==> src/hw/rtl/tccf_pkg.sv <==
// shared types, widths, register indexes and arctangent table of the compass filter
package tccf_pkg;

    localparam int DATA_W     = 16;
    localparam int FILT_W     = 27;
    localparam int ROLL_W     = 16;
    localparam int PITCH_W    = 15;
    localparam int HEAD_W     = 16;
    localparam int CFG_IDX_W  = 3;
    localparam int CFG_DATA_W = 17;
    localparam int CW         = 34;
    localparam int ATAN_IDX_W = 5;

    localparam logic signed [CW-1:0] QUARTER_TURN = 34'sd1073741824;

    localparam logic [CFG_IDX_W-1:0] CFG_ALPHA  = 3'd0;
    localparam logic [CFG_IDX_W-1:0] CFG_OFF_X  = 3'd1;
    localparam logic [CFG_IDX_W-1:0] CFG_OFF_Y  = 3'd2;
    localparam logic [CFG_IDX_W-1:0] CFG_OFF_Z  = 3'd3;
    localparam logic [CFG_IDX_W-1:0] CFG_GAIN_X = 3'd4;
    localparam logic [CFG_IDX_W-1:0] CFG_GAIN_Y = 3'd5;
    localparam logic [CFG_IDX_W-1:0] CFG_GAIN_Z = 3'd6;

    typedef struct packed {
        logic start;
        logic rotate;
    } cordic_cmd_t;

    function automatic logic signed [CW-1:0] atan_at(input logic [ATAN_IDX_W-1:0] idx);
        logic [29:0] v;
        case (idx)
            5'd0:    v = 30'h20000000;
            5'd1:    v = 30'h12E4051E;
            5'd2:    v = 30'h09FB385B;
            5'd3:    v = 30'h051111D4;
            5'd4:    v = 30'h028B0D43;
            5'd5:    v = 30'h0145D7E1;
            5'd6:    v = 30'h00A2F61E;
            5'd7:    v = 30'h00517C55;
            5'd8:    v = 30'h0028BE53;
            5'd9:    v = 30'h00145F2F;
            5'd10:   v = 30'h000A2F98;
            5'd11:   v = 30'h000517CC;
            5'd12:   v = 30'h00028BE6;
            5'd13:   v = 30'h000145F3;
            5'd14:   v = 30'h0000A2FA;
            5'd15:   v = 30'h0000517D;
            5'd16:   v = 30'h000028BE;
            5'd17:   v = 30'h0000145F;
            5'd18:   v = 30'h00000A30;
            5'd19:   v = 30'h00000518;
            5'd20:   v = 30'h0000028C;
            5'd21:   v = 30'h00000146;
            5'd22:   v = 30'h000000A3;
            5'd23:   v = 30'h00000051;
            default: v = 30'h0;
        endcase
        return $signed({4'b0, v});
    endfunction

endpackage

==> src/hw/rtl/tccf_cordic.sv <==
// iterative cordic unit, vectoring or rotation, one micro-rotation per cycle
module tccf_cordic import tccf_pkg::*; #(
    parameter int STEPS = 16
) (
    input  logic                 clk,
    input  logic                 rst_n,
    input  cordic_cmd_t          cmd,
    input  logic signed [CW-1:0] x_in,
    input  logic signed [CW-1:0] y_in,
    input  logic signed [CW-1:0] z_in,
    output logic                 done,
    output logic signed [CW-1:0] x_out,
    output logic signed [CW-1:0] y_out,
    output logic signed [CW-1:0] z_out
);

    logic signed [CW-1:0]    x_reg, y_reg, z_reg;
    logic signed [CW-1:0]    x_next, y_next, z_next;
    logic [ATAN_IDX_W-1:0]   it_reg;
    logic                    busy_reg;
    logic                    rot_reg;
    logic                    done_reg;
    logic signed [CW-1:0]    dx, dy, at;

    assign dx = y_reg >>> it_reg;
    assign dy = x_reg >>> it_reg;
    assign at = atan_at(it_reg);

    always_comb
    begin
        x_next = x_reg;
        y_next = y_reg;
        z_next = z_reg;
        if (cmd.start)
        begin
            x_next = x_in;
            y_next = y_in;
            z_next = z_in;
            if (cmd.rotate)
            begin
                if (z_in > QUARTER_TURN)
                begin
                    x_next = -y_in;
                    y_next = x_in;
                    z_next = z_in - QUARTER_TURN;
                end
                else if (z_in < -QUARTER_TURN)
                begin
                    x_next = y_in;
                    y_next = -x_in;
                    z_next = z_in + QUARTER_TURN;
                end
            end
            else
            begin
                z_next = '0;
                if (x_in < 0)
                begin
                    if (y_in >= 0)
                    begin
                        x_next = y_in;
                        y_next = -x_in;
                        z_next = QUARTER_TURN;
                    end
                    else
                    begin
                        x_next = -y_in;
                        y_next = x_in;
                        z_next = -QUARTER_TURN;
                    end
                end
            end
        end
        else if (busy_reg)
        begin
            if (rot_reg)
            begin
                if (z_reg >= 0)
                begin
                    x_next = x_reg - dx;
                    y_next = y_reg + dy;
                    z_next = z_reg - at;
                end
                else
                begin
                    x_next = x_reg + dx;
                    y_next = y_reg - dy;
                    z_next = z_reg + at;
                end
            end
            else if (y_reg > 0)
            begin
                x_next = x_reg + dx;
                y_next = y_reg - dy;
                z_next = z_reg + at;
            end
            else if (y_reg < 0)
            begin
                x_next = x_reg - dx;
                y_next = y_reg + dy;
                z_next = z_reg - at;
            end
        end
    end

    always_ff @(posedge clk)
    begin
        x_reg <= x_next;
        y_reg <= y_next;
        z_reg <= z_next;
    end

    always_ff @(posedge clk or negedge rst_n)
    begin
        if (!rst_n)
        begin
            it_reg   <= '0;
            busy_reg <= 1'b0;
            rot_reg  <= 1'b0;
            done_reg <= 1'b0;
        end
        else
        begin
            done_reg <= 1'b0;
            if (cmd.start)
            begin
                it_reg   <= '0;
                busy_reg <= 1'b1;
                rot_reg  <= cmd.rotate;
            end
            else if (busy_reg)
            begin
                if (it_reg == ATAN_IDX_W'(STEPS - 1))
                begin
                    busy_reg <= 1'b0;
                    done_reg <= 1'b1;
                end
                else
                begin
                    it_reg <= it_reg + 1'b1;
                end
            end
        end
    end

    assign done  = done_reg;
    assign x_out = x_reg;
    assign y_out = y_reg;
    assign z_out = z_reg;

endmodule
==> config.mk <==
export PLATFORM = sky130hd
export DESIGN_NAME = tccf_cordic
export DESIGN_NICKNAME = d
export VERILOG_FILES = /design/src/hw/rtl/tccf_pkg.sv /design/src/hw/rtl/tccf_cordic.sv
export SDC_FILE = /design/constraint.sdc
export NUM_CORES = 1
export LEC_CHECK = 0
export ABC_AREA = 0
export BUFFER_PORTS_ARGS = -buffer_cell sky130_fd_sc_hd__buf_2
export CORE_MARGIN = 2
export CORE_UTILIZATION = 48
export CTS_CLUSTER_DIAMETER = 40
export DETAILED_ROUTE_END_ITERATION = 8
export MAX_ROUTING_LAYER = met4
export PLACE_DENSITY = 0.63
export SETUP_SLACK_MARGIN = 0.05
export SLEW_MARGIN = 20
export SYNTH_ARGS = -nofsm -noshare
export SYNTH_HDL_FRONTEND = slang
export SYNTH_SLANG_ARGS = --single-unit
==> constraint.sdc <==
create_clock -name clk -period 7.7 [get_ports clk]
set_clock_uncertainty 0.2 [all_clocks]
set_input_delay 1.54 -clock clk [delete_from_list [all_inputs] [get_ports clk]]
set_output_delay 1.54 -clock clk [all_outputs]
set_load 0.01 [all_outputs]
==> run summary <==
status: completed
worst slack, placed: 876 ps
Critical Path End Type: flop
peak supply drop: 0.177 mV
IO Count: 209
worst-case clock buffer depth: 2
Port Buffers: 208
max_slew headroom: 21.4%
Final Cycle Share: 91.1%
Die W: 230 um
RSZ-0062 raised after global routing: false
PwrDens: 526 nW/um2
worst skew pair latency: 430 ps
Post-synth EDFFs: 102
post-synth top area cell: edfxtp_1
initial antenna violation count: 6
DRT Pass-1 Iters: 6
core footprint: 50200 um2
top area cells in the synthesized netlist: edfxtp_1, ha_1, nand2_1, a21oi_1, o21ai_0
CTS tree: done
CTS H-tree lvls: 3
Mean Syn Cell Area: 6.99 um2
slew at the pin closest to its max-slew limit: 1180 ps
register area share after synthesis: 13.4%
postcts setup bufs: 0
internal power: 5.52 mW
Setup CP Type: flop to flop
Detailed Route Iter0 Violations: 3779
Via-to-Cell Ratio: 6.89
Yosys reg bits: 110
Final #Nets: 3808
Synth Flop Type: edfxtp_1
cts bufs inserted: 9
overall die height: 230 um
layout cells sized above 1: 11.4%
post-CTS sizing: 0
minimum clock period: 7020 ps
largest net degree at the start of global routing: 91
post-synthesis instance total: 3492
first-pass GRT wire length: 164 mm
Worst Setup Start Kind: flop
Combinational Power Share: 81.4%
Max Slew Vio Count: 0
Clk pin slew, worst setup/hold paths: 110 ps
final wirelength: 111 mm
Mapped Nets: 3823
Netlist cell types: 88
Fin Setup TNS: 0 ps
Remaining DRCs: 0
CTS hold repair buffers: 0
YS warnings: 0
top cell type's share of synthesized area: 12.5%
die area: 52700 um2
FF/Latch Area: 3270 um2
Critical Path AT: 6990 ps
worst path required time: 7680 ps
total gr overflow: 0
Hold Path Class: flop to flop
Switching Share: 59.6%
post-route antenna net violation count: 0
Vias: 28700
Leak Pwr: 11.2 nW
async set-reset flop share out of synthesis: 7.27%
Layout Cells excl Fill: 4160
Max-Cap Viols: 0
Psw: 8.13 mW
all-layer global routing usage: 41.7%
GP Congestion: 1.05
dpl cells: 4138
Mapped Area: 24400 um2
share of total power in sequential cells: 14.6%
Fill cells: 4992
CTS Sinks: 110
vias in the first global route: 26000
Root Buffer: clkbuf_16
Post-DP HPWL: 85.1 mm
Initial Utilization: 48.7%
footprint of the multi-input gates: 19400 um2
Clock power frac: 4.0%
Cell Rows: 82
Syn-to-layout area delta: 6.33%
Routed WL per cell: 26.6 um
CP max FO: 44
maximum clock frequency: 143 MHz
Final setup viols: 0
final hold viol count: 0
Final WS setup: 684 ps
worst max-delay path: stages, from the launching register on:
cell	delay (ps)
dfrtp_4	830
inv_1	600
ha_1	600
nor2_1	60
nor3_1	800
a221o_1	260
ha_1	270
nor2_1	180
o311ai_0	250
a211oi_1	590
o21ai_0	240
a31oi_1	480
a31oi_1	230
o31a_1	350
o21ai_0	470
mux2i_1	250
o211ai_1	110
logic make-up after synthesis:
logic type,count (synthesis),share of synthesized area (%)
fa+ha+maj,225,11.7
flops,110,13.4
compound gates,1249,34.1
buf+inv,487,7.57
xor+xnor,103,3.69
mux,128,7.08
simple gates,1190,22.5
synthesized netlist by cell type (all sizes together) (54+ instances only):
master and instances:
a21o 60, a21oi 293, buf 58, clkbuf 219, edfxtp 102, ha 219
inv 205, mux2i 77, nand2 406, nand3 66, nor2 356, nor3 77
o21a 56, o21ai 271, o221ai 57, o22ai 55, or3 54, xnor2 61
power by group through the flow:
stage	logic [mW]	registers (mW)	clock network, mW
after floorplan	7.60	1.58	0
after global placement	10.6	1.93	0
after detailed placement	10.6	1.94	0
after CTS	10.7	1.92	0.550
after global routing	12.0	1.98	0.556
final	11.1	2.00	0.541
layer usage:
layer	track usage, %	vias up	wire, um
met5	-	-	0
met4	10.7	0	2810
met3	11.2	212	14500
met2	59.7	1886	46500
met1	57.5	13700	47000
li1	-	12900	-
per-stage QoR:
stage	hold slack, ps	cell area (um2)	utilization, %	power [mW]
after floorplan	297	24400	-	9.18
after global placement	377	25600	51.1	12.5
after detailed placement	374	25700	51.1	12.6
after CTS	399	25900	51.7	13.2
after global routing	431	26000	51.8	14.5
final	408	26000	51.8	13.6
layout by cell type, fill, tap and decap left out, drive strengths merged, types with 52 or more instances in the layout:
cell type	count
ha	219
mux2i	77
inv	209
xnor2	61
o21a	56
a21oi	293
nand3	66
o22ai	55
nor2	356
buf	251
a21o	60
o21ai	271
o221ai	57
a211oi	52
nor3	77
or3	54
edfxtp	102
nand2	406
final cells by class:
type                       instances  share of cell area, %
tap                              672                   3.24
sequential                       110                   12.6
clock buffer                       9                  0.867
antenna                            6                 0.0578
clock inverter                     7                  0.251
inverter                         210                   3.04
timing repair buffer             251                   5.31
multi-input combinational       2895                   74.6
final timing paths:
| check | slack [ps] | depth (start not counted) | from | endpoint |
|---|---|---|---|---|
| max | 680 | 16 | it_reg[0] | z_out[31] |
| min | 410 | 1 | busy_reg | done |
| max reg2reg | 680 | 16 | it_reg[0] | z_out[31] |
| min reg2reg | 410 | 1 | busy_reg | done |
| max in group asynchronous | 6330 | 1 | rst_n | it_reg[1] |
| min in group asynchronous | 760 | 1 | rst_n | done |
Power figures use the tool's default switching activity.
